`src/rtl/bbs_squaring_bit_generator_assert.svh`:
```
// ----------------------------------------------------------------------------
// Assertion macros for the squaring bit generator
// Shared forms for concurrent checks clocked on clk with synchronous reset.
// ----------------------------------------------------------------------------
`ifndef BBS_SQUARING_BIT_GENERATOR_ASSERT_SVH
`define BBS_SQUARING_BIT_GENERATOR_ASSERT_SVH

// Same-cycle implication check.
`define BBS_ASSERT_NOW(label, ante, cons, msg) \
  label: assert property (@(posedge clk) disable iff (!rst_n) (ante) |-> (cons)) \
    else $error(msg);

// Next-cycle implication check.
`define BBS_ASSERT_NEXT(label, ante, cons, msg) \
  label: assert property (@(posedge clk) disable iff (!rst_n) (ante) |=> (cons)) \
    else $error(msg);

`endif

```
`src/rtl/bbs_pkg.sv`:
```
// ----------------------------------------------------------------------------
// bbs_pkg
// Shared constants, codes and types of the squaring bit generator.
// ----------------------------------------------------------------------------
package bbs_pkg;

  localparam int WIDTH_DEF = 32;
  localparam int CFG_W     = 32;
  localparam int BCNT_W    = 4;
  localparam int BYTE_W    = 8;

  localparam logic [BCNT_W-1:0] MAX_BITS = 4'd8;
  localparam logic [BYTE_W-1:0] FIRST_BIT = 8'h80;

  typedef enum logic {
    CMD_GENERATE = 1'b0,
    CMD_RESTART  = 1'b1
  } cmd_t;

  typedef enum logic {
    REG_MODULUS = 1'b0,
    REG_SEED    = 1'b1
  } reg_idx_t;

  typedef struct packed {
    logic busy;
    logic done;
  } mm_stat_t;

endpackage

```
`src/rtl/bbs_squaring_bit_generator.sv`:
```
// ----------------------------------------------------------------------------
// bbs_squaring_bit_generator
// Blum Blum Shub bit generator with an iterative shift-add modular squarer.
// ----------------------------------------------------------------------------
// The modulus and the seed must be written through the cfg_ port only while
// the block is idle; the block itself does not enforce this. Each request on
// the in_ channel carries a command in in_tuser and a bit count in in_tdata.
// A restart request loads the running value from the seed if the seed is
// nonzero and below the modulus, and else flags an error; its result then
// passes through T_FIN to the output register. A generate request makes one
// modular squaring per bit on one shared modular adder. A squaring first
// reduces the running value if it is not below the modulus, then doubles
// the accumulator per bit of the value and adds the reduced value per set bit.
// One request is in flight at a time; in_tready is low while it is worked on.
// Every request gives one result on the out_ channel: the bit byte in
// out_tdata and the error flag in out_tuser. The result sits in an output
// register; a stalled receiver holds the next result back, and in_tready
// returns once the result register is loaded.
// Reset clears the state, the output valid flag, the modulus and seed registers,
// the running value and the squaring count.
`include "bbs_squaring_bit_generator_assert.svh"

module bbs_squaring_bit_generator
  import bbs_pkg::*;
#(
  parameter int WIDTH = WIDTH_DEF
) (
  input  logic              clk,
  input  logic              rst_n,
  input  logic              cfg_we,
  input  logic              cfg_addr,
  input  logic [CFG_W-1:0]  cfg_wdata,
  input  logic              in_tvalid,
  output logic              in_tready,
  input  logic [7:0]        in_tdata,   // [3:0] nbits, [7:4] zero
  input  logic              in_tuser,   // [0] command
  output logic              out_tvalid,
  input  logic              out_tready,
  output logic [7:0]        out_tdata,  // [7:0] data_byte
  output logic              out_tuser   // [0] error
);

  typedef enum logic [3:0] {
    T_IDLE = 4'b0001,
    T_STEP = 4'b0010,
    T_WAIT = 4'b0100,
    T_FIN  = 4'b1000
  } top_state_t;

  top_state_t         st_r, st_nxt;
  logic [WIDTH-1:0]   modulus_r;
  logic [WIDTH-1:0]   seed_r;
  logic [WIDTH-1:0]   cur_r, cur_nxt;
  logic [31:0]        sqcnt_r, sqcnt_nxt;
  logic [BCNT_W-1:0]  cnt_r, cnt_nxt;
  logic [BCNT_W-1:0]  k_r, k_nxt;
  logic [BYTE_W-1:0]  byte_r, byte_nxt;
  logic               err_r, err_nxt;
  logic               out_valid_r, out_valid_nxt;
  logic [BYTE_W-1:0]  out_byte_r, out_byte_nxt;
  logic               out_err_r, out_err_nxt;
  logic               mm_start;
  logic [WIDTH-1:0]   mm_result;
  mm_stat_t           mm_stat;
  logic [BCNT_W-1:0]  in_count;
  logic               in_fire;

  bbs_mulmod #(.WIDTH(WIDTH)) u_mulmod (
    .clk    (clk),
    .rst_n  (rst_n),
    .start  (mm_start),
    .a      (cur_r),
    .m      (modulus_r),
    .result (mm_result),
    .stat   (mm_stat)
  );

  assign in_tready = (st_r == T_IDLE);
  assign in_fire   = in_tvalid && in_tready;
  assign in_count  = (in_tdata[BCNT_W-1:0] > MAX_BITS) ? MAX_BITS : in_tdata[BCNT_W-1:0];

  always_ff @(posedge clk) begin
    if (!rst_n) begin
      modulus_r <= '0;
      seed_r    <= '0;
    end else if (cfg_we) begin
      unique case (reg_idx_t'(cfg_addr))
        REG_MODULUS: modulus_r <= WIDTH'(cfg_wdata);
        REG_SEED:    seed_r    <= WIDTH'(cfg_wdata);
        default:     modulus_r <= modulus_r;
      endcase
    end
  end

  always_comb begin
    st_nxt        = st_r;
    cur_nxt       = cur_r;
    sqcnt_nxt     = sqcnt_r;
    cnt_nxt       = cnt_r;
    k_nxt         = k_r;
    byte_nxt      = byte_r;
    err_nxt       = err_r;
    mm_start      = 1'b0;
    out_valid_nxt = out_valid_r && !out_tready;
    out_byte_nxt  = out_byte_r;
    out_err_nxt   = out_err_r;
    unique case (st_r)
      T_IDLE: begin
        if (in_fire) begin
          byte_nxt = '0;
          err_nxt  = 1'b0;
          k_nxt    = '0;
          cnt_nxt  = in_count;
          if (cmd_t'(in_tuser) == CMD_RESTART) begin
            if (seed_r == '0 || seed_r >= modulus_r) begin
              err_nxt = 1'b1;
            end else begin
              cur_nxt   = seed_r;
              sqcnt_nxt = '0;
            end
            st_nxt = T_FIN;
          end else begin
            st_nxt = T_STEP;
          end
        end
      end
      T_STEP: begin
        if (k_r == cnt_r) begin
          st_nxt = T_FIN;
        end else if (modulus_r == '0 || cur_r == '0) begin
          err_nxt  = 1'b1;
          byte_nxt = '0;
          st_nxt   = T_FIN;
        end else begin
          mm_start = 1'b1;
          st_nxt   = T_WAIT;
        end
      end
      T_WAIT: begin
        if (mm_stat.done) begin
          cur_nxt   = mm_result;
          sqcnt_nxt = sqcnt_r + 32'd1;
          if (mm_result[0]) begin
            byte_nxt = byte_r | (FIRST_BIT >> k_r);
          end
          k_nxt  = k_r + 1'b1;
          st_nxt = T_STEP;
        end
      end
      T_FIN: begin
        if (!out_valid_r || out_tready) begin
          out_valid_nxt = 1'b1;
          out_byte_nxt  = byte_r;
          out_err_nxt   = err_r;
          st_nxt        = T_IDLE;
        end
      end
      default: begin
        st_nxt = T_IDLE;
      end
    endcase
  end

  always_ff @(posedge clk) begin
    if (!rst_n) begin
      st_r        <= T_IDLE;
      out_valid_r <= 1'b0;
      cur_r       <= '0;
      sqcnt_r     <= '0;
    end else begin
      st_r        <= st_nxt;
      out_valid_r <= out_valid_nxt;
      cur_r       <= cur_nxt;
      sqcnt_r     <= sqcnt_nxt;
    end
  end

  always_ff @(posedge clk) begin
    cnt_r      <= cnt_nxt;
    k_r        <= k_nxt;
    byte_r     <= byte_nxt;
    err_r      <= err_nxt;
    out_byte_r <= out_byte_nxt;
    out_err_r  <= out_err_nxt;
  end

  assign out_tvalid = out_valid_r;
  assign out_tdata  = out_byte_r;
  assign out_tuser  = out_err_r;

  `BBS_ASSERT_NOW(a_start_nonzero, mm_start, (cur_r != '0) && (modulus_r != '0), "zero operand")
  `BBS_ASSERT_NOW(a_result_reduced, mm_stat.done, mm_result < modulus_r, "result not reduced")
  `BBS_ASSERT_NOW(a_ready_unit_idle, in_tready, !mm_stat.busy, "ready while squarer busy")
  `BBS_ASSERT_NEXT(a_start_busy, mm_start, mm_stat.busy, "squarer did not take the start")

endmodule

```
`src/rtl/bbs_addmod.sv`:
```
// ----------------------------------------------------------------------------
// bbs_addmod
// Modular adder: (x + y) mod m for operands already below m.
// ----------------------------------------------------------------------------
module bbs_addmod #(
  parameter int WIDTH = 32
) (
  input  logic [WIDTH-1:0] x,
  input  logic [WIDTH-1:0] y,
  input  logic [WIDTH-1:0] m,
  output logic [WIDTH-1:0] s
);

  logic [WIDTH:0] sum;
  logic [WIDTH:0] diff;

  assign sum  = {1'b0, x} + {1'b0, y};
  assign diff = sum - {1'b0, m};
  assign s    = (sum >= {1'b0, m}) ? diff[WIDTH-1:0] : sum[WIDTH-1:0];

endmodule

```
`src/rtl/bbs_mulmod.sv`:
```
// ----------------------------------------------------------------------------
// bbs_mulmod
// Shift-add modular squarer built around one shared modular adder.
// ----------------------------------------------------------------------------
module bbs_mulmod
  import bbs_pkg::*;
#(
  parameter int WIDTH = WIDTH_DEF
) (
  input  logic             clk,
  input  logic             rst_n,
  input  logic             start,
  input  logic [WIDTH-1:0] a,
  input  logic [WIDTH-1:0] m,
  output logic [WIDTH-1:0] result,
  output mm_stat_t         stat
);

  localparam int IDX_W = $clog2(WIDTH);
  localparam logic [IDX_W-1:0] IDX_TOP = IDX_W'(WIDTH - 1);

  typedef enum logic [2:0] {
    MM_IDLE = 3'b001,
    MM_RED  = 3'b010,
    MM_MUL  = 3'b100
  } mm_state_t;

  mm_state_t        st_r, st_nxt;
  logic [WIDTH-1:0] a_r, a_nxt;
  logic [WIDTH-1:0] ar_r, ar_nxt;
  logic [WIDTH-1:0] acc_r, acc_nxt;
  logic [IDX_W-1:0] idx_r, idx_nxt;
  logic             ph_r, ph_nxt;
  logic             done_r, done_nxt;
  logic [WIDTH-1:0] add_y;
  logic [WIDTH-1:0] add_s;

  bbs_addmod #(.WIDTH(WIDTH)) u_addmod (
    .x (acc_r),
    .y (add_y),
    .m (m),
    .s (add_s)
  );

  always_comb begin
    priority if (st_r == MM_RED && ph_r) begin
      add_y = {{(WIDTH-1){1'b0}}, a_r[idx_r]};
    end else if (st_r == MM_MUL && ph_r) begin
      add_y = ar_r;
    end else begin
      add_y = acc_r;
    end
  end

  always_comb begin
    st_nxt   = st_r;
    a_nxt    = a_r;
    ar_nxt   = ar_r;
    acc_nxt  = acc_r;
    idx_nxt  = idx_r;
    ph_nxt   = ph_r;
    done_nxt = 1'b0;
    unique case (st_r)
      MM_IDLE: begin
        if (start) begin
          a_nxt   = a;
          acc_nxt = '0;
          idx_nxt = IDX_TOP;
          ph_nxt  = 1'b0;
          if (a >= m) begin
            st_nxt = MM_RED;
          end else begin
            ar_nxt = a;
            st_nxt = MM_MUL;
          end
        end
      end
      MM_RED: begin
        acc_nxt = add_s;
        if (!ph_r) begin
          ph_nxt = 1'b1;
        end else begin
          ph_nxt = 1'b0;
          if (idx_r == '0) begin
            ar_nxt  = add_s;
            acc_nxt = '0;
            idx_nxt = IDX_TOP;
            st_nxt  = MM_MUL;
          end else begin
            idx_nxt = idx_r - 1'b1;
          end
        end
      end
      MM_MUL: begin
        acc_nxt = add_s;
        if (!ph_r && a_r[idx_r]) begin
          ph_nxt = 1'b1;
        end else begin
          ph_nxt = 1'b0;
          if (idx_r == '0) begin
            done_nxt = 1'b1;
            st_nxt   = MM_IDLE;
          end else begin
            idx_nxt = idx_r - 1'b1;
          end
        end
      end
      default: begin
        st_nxt = MM_IDLE;
      end
    endcase
  end

  always_ff @(posedge clk) begin
    if (!rst_n) begin
      st_r   <= MM_IDLE;
      done_r <= 1'b0;
      ph_r   <= 1'b0;
    end else begin
      st_r   <= st_nxt;
      done_r <= done_nxt;
      ph_r   <= ph_nxt;
    end
  end

  always_ff @(posedge clk) begin
    a_r   <= a_nxt;
    ar_r  <= ar_nxt;
    acc_r <= acc_nxt;
    idx_r <= idx_nxt;
  end

  assign result    = acc_r;
  assign stat.busy = (st_r != MM_IDLE);
  assign stat.done = done_r;

endmodule

```
`config.mk`:
```
export PLATFORM = sky130hd
export DESIGN_NAME = bbs_squaring_bit_generator
export DESIGN_NICKNAME = d
export VERILOG_FILES = /design/src/rtl/bbs_pkg.sv /design/src/rtl/bbs_squaring_bit_generator.sv /design/src/rtl/bbs_addmod.sv /design/src/rtl/bbs_mulmod.sv
export VERILOG_INCLUDE_DIRS = /design/src /design/src/rtl
export SDC_FILE = /design/constraint.sdc
export NUM_CORES = 1
export LEC_CHECK = 0
export ABC_AREA = 1
export BUFFER_PORTS_ARGS = -buffer_cell sky130_fd_sc_hd__buf_2
export CAP_MARGIN = 0
export CORE_MARGIN = 2
export CORE_UTILIZATION = 65
export CTS_BUF_LIST = sky130_fd_sc_hd__clkbuf_4 sky130_fd_sc_hd__clkbuf_8
export DETAILED_ROUTE_END_ITERATION = 8
export PLACE_DENSITY_LB_ADDON = 0.1
export REMOVE_ABC_BUFFERS = 1
export SYNTH_ARGS = -nofsm -noshare
export SYNTH_HDL_FRONTEND = slang
export SYNTH_SLANG_ARGS = --single-unit
export TNS_END_PERCENT = 10
```
`constraint.sdc`:
```
create_clock -name clk -period 6.7 [get_ports clk]
set_input_delay 1.34 -clock clk [delete_from_list [all_inputs] [get_ports clk]]
set_output_delay 1.34 -clock clk [all_outputs]
set_load 0.1 [all_outputs]
```
==> reports/qor.csv, run 1 <==
metric,value,unit
critical_path.most_common_cell,nand2_1,
gp_congestion,1.00,
vdd.ir_drop.worst,266,uV
worst_clock_skew,0.0368,ns
final-setup-viol-count,0,
avgViaCountPerCell,5.82,
cts_buffers,42,
drc,0,
critPathMaxStageDelay,0.57,ns
finish.cell_count_without_fillers,2924,
outcome,completed,
wirelength_routed,54.0,mm
multi_input_area,9470,sq um
layout_common_cells,"nand2_1, inv_1, nor2_1",
finalCriticalPeriod,6.19,ns
yosysWarningCount,0,
antenna_found_initial,1,
postSynth.topFlopCell,edfxtp_1,
max_clock_freq,162,MHz
drt_pre_antenna_iters,6,
core_region_area,25900,sq um
synth_area_leaders,"edfxtp_1, nand2_1, dfxtp_1",
grt_pass1_wl,85.7,mm
cts_tree,built,
drv_slew,0,
total_leakage_power,9.09,nW
ant_nets,0,
max-slew-margin-rel,0.328,
drv.max_cap_violation_count,0,
via_count_of_the_first_global_routing_pass,16400,
postSynthAreaPerCell,6.77,sq um
synth-edff-count,127,
drt-wirelength-per-cell,18.5,um
count_of_final_hold_check_violations,0,
cts-root-to-sink-buffers,3,
yosysTopAreaCellShare,0.224,
io_pins,58,
clock_tree.root_cell,clkbuf_8,
worst_ep_arrival_time,6.46,ns
criticalPathCategory,flip-flop to flip-flop,
hold-worst-slack,0.430,ns
cts_setup_buffers,0,
grt_max_degree,72,
seqCellArea,5940,sq um
floorplan.die.height,166,um
tns,0,ns
timing.critical_path.fanout_max,32,
area_growth_syn_to_layout,8.36,%
yosysSeqAreaShare,0.348,
synth_instances,2515,
cp-start-kind,flip-flop,
sinks_on_the_clock_net,233,
drive_above_1_share,0.0645,
portBuffers,53,
start_util,0.658,
post-route-period-util,0.924,
ys_ff_latch,233,
synthArstFlopShare,0,
core.rowCount,59,
yosysTopAreaCell,edfxtp_1,
detail_route.iter0.violations,1635,
layout.nets,2740,
worst-endpoint-required,6.98,ns
timing.hold.worst.class,flip-flop to flip-flop,
layout.cells.most_common,nand2_1,
power_density,316,nW/um^2
grt.total_usage,0.390,
place_inst,2847,
die_x,166,um
cts_htree_levels,2,
crit_slowest_cell,edfxtp_1,
critical_path_sink_type,flip-flop,
hpwl,42.0,mm
grt_setup_unrepaired,false,
clock_latency,0.56,ns
worst_pin_slew,1.00,ns
nFillCells,2227,
dieArea,27500,sq um
syn-cell-area,17000,sq um
post-route-util,0.712,
path_clk_slew,0.06,ns
gr-total-overflow,0,
synth_cell_type_count,38,
dr_total_vias,17000,
[worst paths after layout]
path / startpoint / endpoint / slack, ns / cells after the start
setup reg to reg: u_mulmod.idx_r[1]$_DFFE_PP_ / u_mulmod.ar_r[16]$_DFFE_PP_ / 0.51 / 34
setup / recovery: u_mulmod.idx_r[1]$_DFFE_PP_ / u_mulmod.ar_r[16]$_DFFE_PP_ / 0.51 / 34
hold reg to reg: err_r$_SDFFCE_PN1P_ / out_tuser$_DFFE_PP_ / 0.43 / 0
hold / removal: err_r$_SDFFCE_PN1P_ / out_tuser$_DFFE_PP_ / 0.43 / 0
[synth_stat cells (7+ instances only)]
cell type / n
a21o_1: 8
a21oi_1: 188
and2_1: 8
buf_2: 17
clkbuf_1: 56
dfxtp_1: 106
edfxtp_1: 127
ha_1: 135
inv_1: 355
nand2_1: 723
nand3_1: 142
nand3b_1: 12
nand4_1: 67
nor2_1: 296
nor3_1: 24
nor4_1: 7
o21a_1: 9
o21ai_0: 151
xnor2_1: 20
xor2_1: 20
[critical path, delay by kind of cell, from the launching register on]
kind / cells / cell delay (ns)
compound gates: 2 / 0.47
xor+xnor: 1 / 0.24
fa+ha+maj: 3 / 0.98
buf+inv: 5 / 0.80
flops: 1 / 0.57
simple gates: 23 / 2.84
[stage by stage]
| step | power (mW) | area (sq um) | setup slack (ns) |
|---|---|---|---|
| after floorplan | 3.69 | 16700 | -0.133 |
| after global placement | 4.33 | 17600 | 0.788 |
| after detailed placement | 4.42 | 17600 | 0.656 |
| after CTS | 5.78 | 18500 | 0.588 |
| after global routing | 6.21 | 18500 | 0.154 |
| final | 5.84 | 18500 | 0.512 |
[kinds of logic after synthesis]
| kind of cell | share of synthesized area |
|---|---|
| AO/OA/AOI/OAI | 0.116 |
| XOR/XNOR | 0.0206 |
| adder cells (fa/ha/maj) | 0.101 |
| buffers and inverters | 0.0973 |
| flip-flops | 0.348 |
| AND/OR/NAND/NOR | 0.317 |
[area by class of cell]
class	count	share of cell area
Inverter	359	0.0730
Multi-Input combinational cell	1846	0.513
Sequential cell	233	0.322
Tap cell	335	0.0227
Clock inverter	11	0.00352
Antenna cell	1	0.000136
Timing Repair Buffer	74	0.0236
Clock buffer	65	0.0427
[metal layers]
layer	up-vias	part of all wire	GRT usage
met5	-	0.00024	0
met4	2	0.071	0.251
met3	194	0.078	0.0627
met2	775	0.46	0.650
met1	7754	0.39	0.470
li1	8292	-	-
[state kept, by name, summed over array words and instances (netlist names)]
name             flops
byte_r               8
cnt_r                4
cur_r               32
err_r                1
k_r                  4
modulus_r           32
out_tdata            8
out_tuser            1
out_tvalid           1
seed_r              32
st_r                 4
u_mulmod.a_r        32
u_mulmod.ar_r       32
u_mulmod.done_r      1
u_mulmod.idx_r       5
u_mulmod.ph_r        1
u_mulmod.result     32
u_mulmod.st_r        3
[report_power, final]
group          internal [mW]  total, mW  switching (mW)  leakage, nW
logic                  0.803       2.50            1.70         6.60
registers               1.80       1.98           0.178         2.04
clock network          0.752       1.36           0.609        0.457
[timing repair]
| item | 4_1_cts | 5_1_grt |
|---|---|---|
| resized for setup | 0 | 1 |
| hold buffers | 0 | 0 |
| setup endpoints to repair | 0 | 1 |
No activity file was read; power rests on OpenSTA's default activity.
==> inputs of run 2 (changes only) <==
--- a/config.mk
+++ b/config.mk
@@ -6,7 +6,7 @@
 export SDC_FILE = /design/constraint.sdc
 export NUM_CORES = 1
 export LEC_CHECK = 0
-export ABC_AREA = 1
+export ABC_AREA = 0
 export BUFFER_PORTS_ARGS = -buffer_cell sky130_fd_sc_hd__buf_2
 export CAP_MARGIN = 0
 export CORE_MARGIN = 2
==> run 2 against run 1 <==
Net effect: sequential power down 5%; global-route usage down 0.075 points; via count down 15%; worst setup slack worse by 0.31 ns; non-clock buffer count up 68; largest cell class unchanged; highest routed layer is now met4.
==> reports/qor.csv, run 2 <==
metric,value,unit
outcome,completed,
area_growth_syn_to_layout,15.0,%
io_pins,58,
gp_congestion,0.984,
nFillCells,1761,
total_leakage_power,6.83,nW
worst_clock_skew,0.0293,ns
synthArstFlopShare,0,
floorplan.die.height,158,um
cts_tree,built,
synth-edff-count,127,
final_cell_area,17700,sq um
worst_pin_slew,1.11,ns
vdd.ir_drop.worst,190,uV
yosysWarningCount,0,
postSynthAreaPerCell,8.75,sq um
clock_latency,0.57,ns
post-route-period-util,0.970,
path_clk_slew,0.06,ns
cp-start-kind,flip-flop,
drt-wirelength-per-cell,22.1,um
sinks_on_the_clock_net,233,
crit_slowest_cell,edfxtp_1,
layout_common_cells,"nand2_1, a21oi_1, ha_1",
yosysTopAreaCell,edfxtp_1,
min_to,out_tuser$_DFFE_PP_,
via_count_of_the_first_global_routing_pass,13800,
worst_ep_arrival_time,6.80,ns
dieArea,25000,sq um
die_x,158,um
multi_input_area,9200,sq um
r2r-start,u_mulmod.idx_r[0]$_DFFE_PP_,
cts_htree_levels,2,
yosysTopAreaCellShare,0.248,
syn-cell-area,15400,sq um
avgViaCountPerCell,6.57,
start_util,0.658,
timing.hold.worst.class,flip-flop to flip-flop,
worst-endpoint-required,7.00,ns
layout.cells.most_common,nand2_1,
layout.nets,2043,
gr-total-overflow,0,
antenna_found_initial,1,
count_of_final_hold_check_violations,0,
cts_buffers,42,
final-setup-viol-count,0,
synth_area_leaders,"edfxtp_1, dfxtp_1, ha_1",
seqCellArea,5940,sq um
tns,0,ns
synth_most_common_cell,nand2_1,
rr_endpoint,u_mulmod.ar_r[26]$_DFFE_PP_,
synth_cell_type_count,70,
max-slew-margin-rel,0.255,
cts-root-to-sink-buffers,3,
timing.reg2reg.setup_slack,0.20,ns
hpwl,34.7,mm
clock_tree.root_cell,clkbuf_8,
core.rowCount,56,
core_region_area,23400,sq um
power.total,5.07,mW
synth_instances,1761,
wirelength_routed,48.8,mm
portBuffers,53,
critPathMaxStageDelay,0.46,ns
n_antenna_cell,0,
ant_nets,0,
dr_total_vias,14500,
detail_route.iter0.violations,1684,
drt_pre_antenna_iters,6,
postSynth.topFlopCell,edfxtp_1,
drv.max_cap_violation_count,0,
hold_path.startpoint,err_r$_SDFFCE_PN1P_,
grt_max_degree,84,
drv_slew,0,
yosysSeqAreaShare,0.385,
synth_common_cells,"nand2_1, a21oi_1, ha_1",
hold-worst-slack,0.421,ns
timing.critical_path.fanout_max,6,
criticalPathCategory,flip-flop to flip-flop,
grt_pass1_wl,74.0,mm
drc,0,
power_density,286,nW/um^2
critical_path.most_common_cell,mux2_4,
pre_cts_worst_setup_slack,-0.265,ns
finalCriticalPeriod,6.50,ns
worstRegToRegCells,29,
critical_path_sink_type,flip-flop,
whs_path_depth,0,
drive_above_1_share,0.154,
cell_area_after_placement,16400,sq um
ys_ff_latch,233,
setup_slack_after_layout,0.199,ns
max_clock_freq,154,MHz
grt.total_usage,0.389,
run 2: cell count changes after synthesis, moves of 22 or more:
cell	delta
a21o_1	+41
a21oi_1	+38
a311oi_1	+34
inv_1	-291
mux2i_1	+60
nand2_1	-442
nand3_1	-110
nand4_1	-35
nor2_1	-172
o21ai_0	-81
o21ai_1	+22
run 2: cell type report:
| type | count | share of cell area |
|---|---|---|
| multi-input combinational | 1376 | 0.520 |
| clock inverter | 7 | 0.00367 |
| inverter | 64 | 0.0136 |
| sequential | 233 | 0.335 |
| tap | 319 | 0.0225 |
| clock buffer | 70 | 0.0477 |
| timing repair buffer | 142 | 0.0579 |
run 2: timing repair:
action / CTS / global route
pin swaps: 2 / 16
endpoints found under the setup margin: 62 / 64
endpoints found under the hold margin: 0 / 0
gates resized for setup: 9 / 58
buffers inserted: 1 / 4
cloned: 0 / 3
hold buffers: 0 / 0
run 2: worst max-delay path by stage:
stage	start	to	slack [ns]
finish	u_mulmod.idx_r[0]$_DFFE_PP_	u_mulmod.ar_r[26]$_DFFE_PP_	0.20
global route	u_mulmod.idx_r[0]$_DFFE_PP_	u_mulmod.ar_r[26]$_DFFE_PP_	-0.06
CTS	u_mulmod.idx_r[0]$_DFFE_PP_	u_mulmod.ar_r[3]$_DFFE_PP_	-0.003
detailed placement	u_mulmod.idx_r[0]$_DFFE_PP_	u_mulmod.ar_r[24]$_DFFE_PP_	-0.26
global placement	u_mulmod.idx_r[0]$_DFFE_PP_	u_mulmod.ar_r[24]$_DFFE_PP_	-0.19
floorplan	u_mulmod.st_r[1]$_SDFFE_PN0P_	u_mulmod.ar_r[26]$_DFFE_PP_	-1.70
run 2: per-layer routing:
metal  vias up  track usage  part of all wire
met1      6747        0.495              0.38
met2       906        0.611              0.44
li1       6664            -                 -
met3       209        0.108              0.13
met4         0        0.192             0.052
met5         -            0                 0
run 2: cells by family (layout without fill, tap and decap cells):
kind of cell | after synthesis | in the layout | share of synthesized area
simple gates | 606 | 607 | 0.178
compound gates | 508 | 508 | 0.204
flops | 233 | 233 | 0.385
buf+inv | 153 | 283 | 0.0397
fa+ha+maj | 137 | 137 | 0.112
mux | 68 | 68 | 0.0490
xor+xnor | 56 | 56 | 0.0318
run 2: critical path: cells and delay by family (launching register included):
family | cells | cell delay (ns)
compound gates | 11 | 1.90
fa+ha+maj | 3 | 0.87
buf+inv | 2 | 0.33
flops | 1 | 0.46
mux | 4 | 1.22
simple gates | 9 | 1.45
run 2: through the flow:
step           cells   util
5_1_grt         2211  0.757
4_1_cts         2204  0.741
6_report        2211  0.757
3_3_place_gp    2126  0.701
2_1_floorplan   1672      -
3_5_place_dp    2126  0.701
run 2: report_power, final:
group / internal, mW / switching (mW)
clock: 0.833 / 0.603
sequential: 1.71 / 0.174
combinational: 0.690 / 1.06
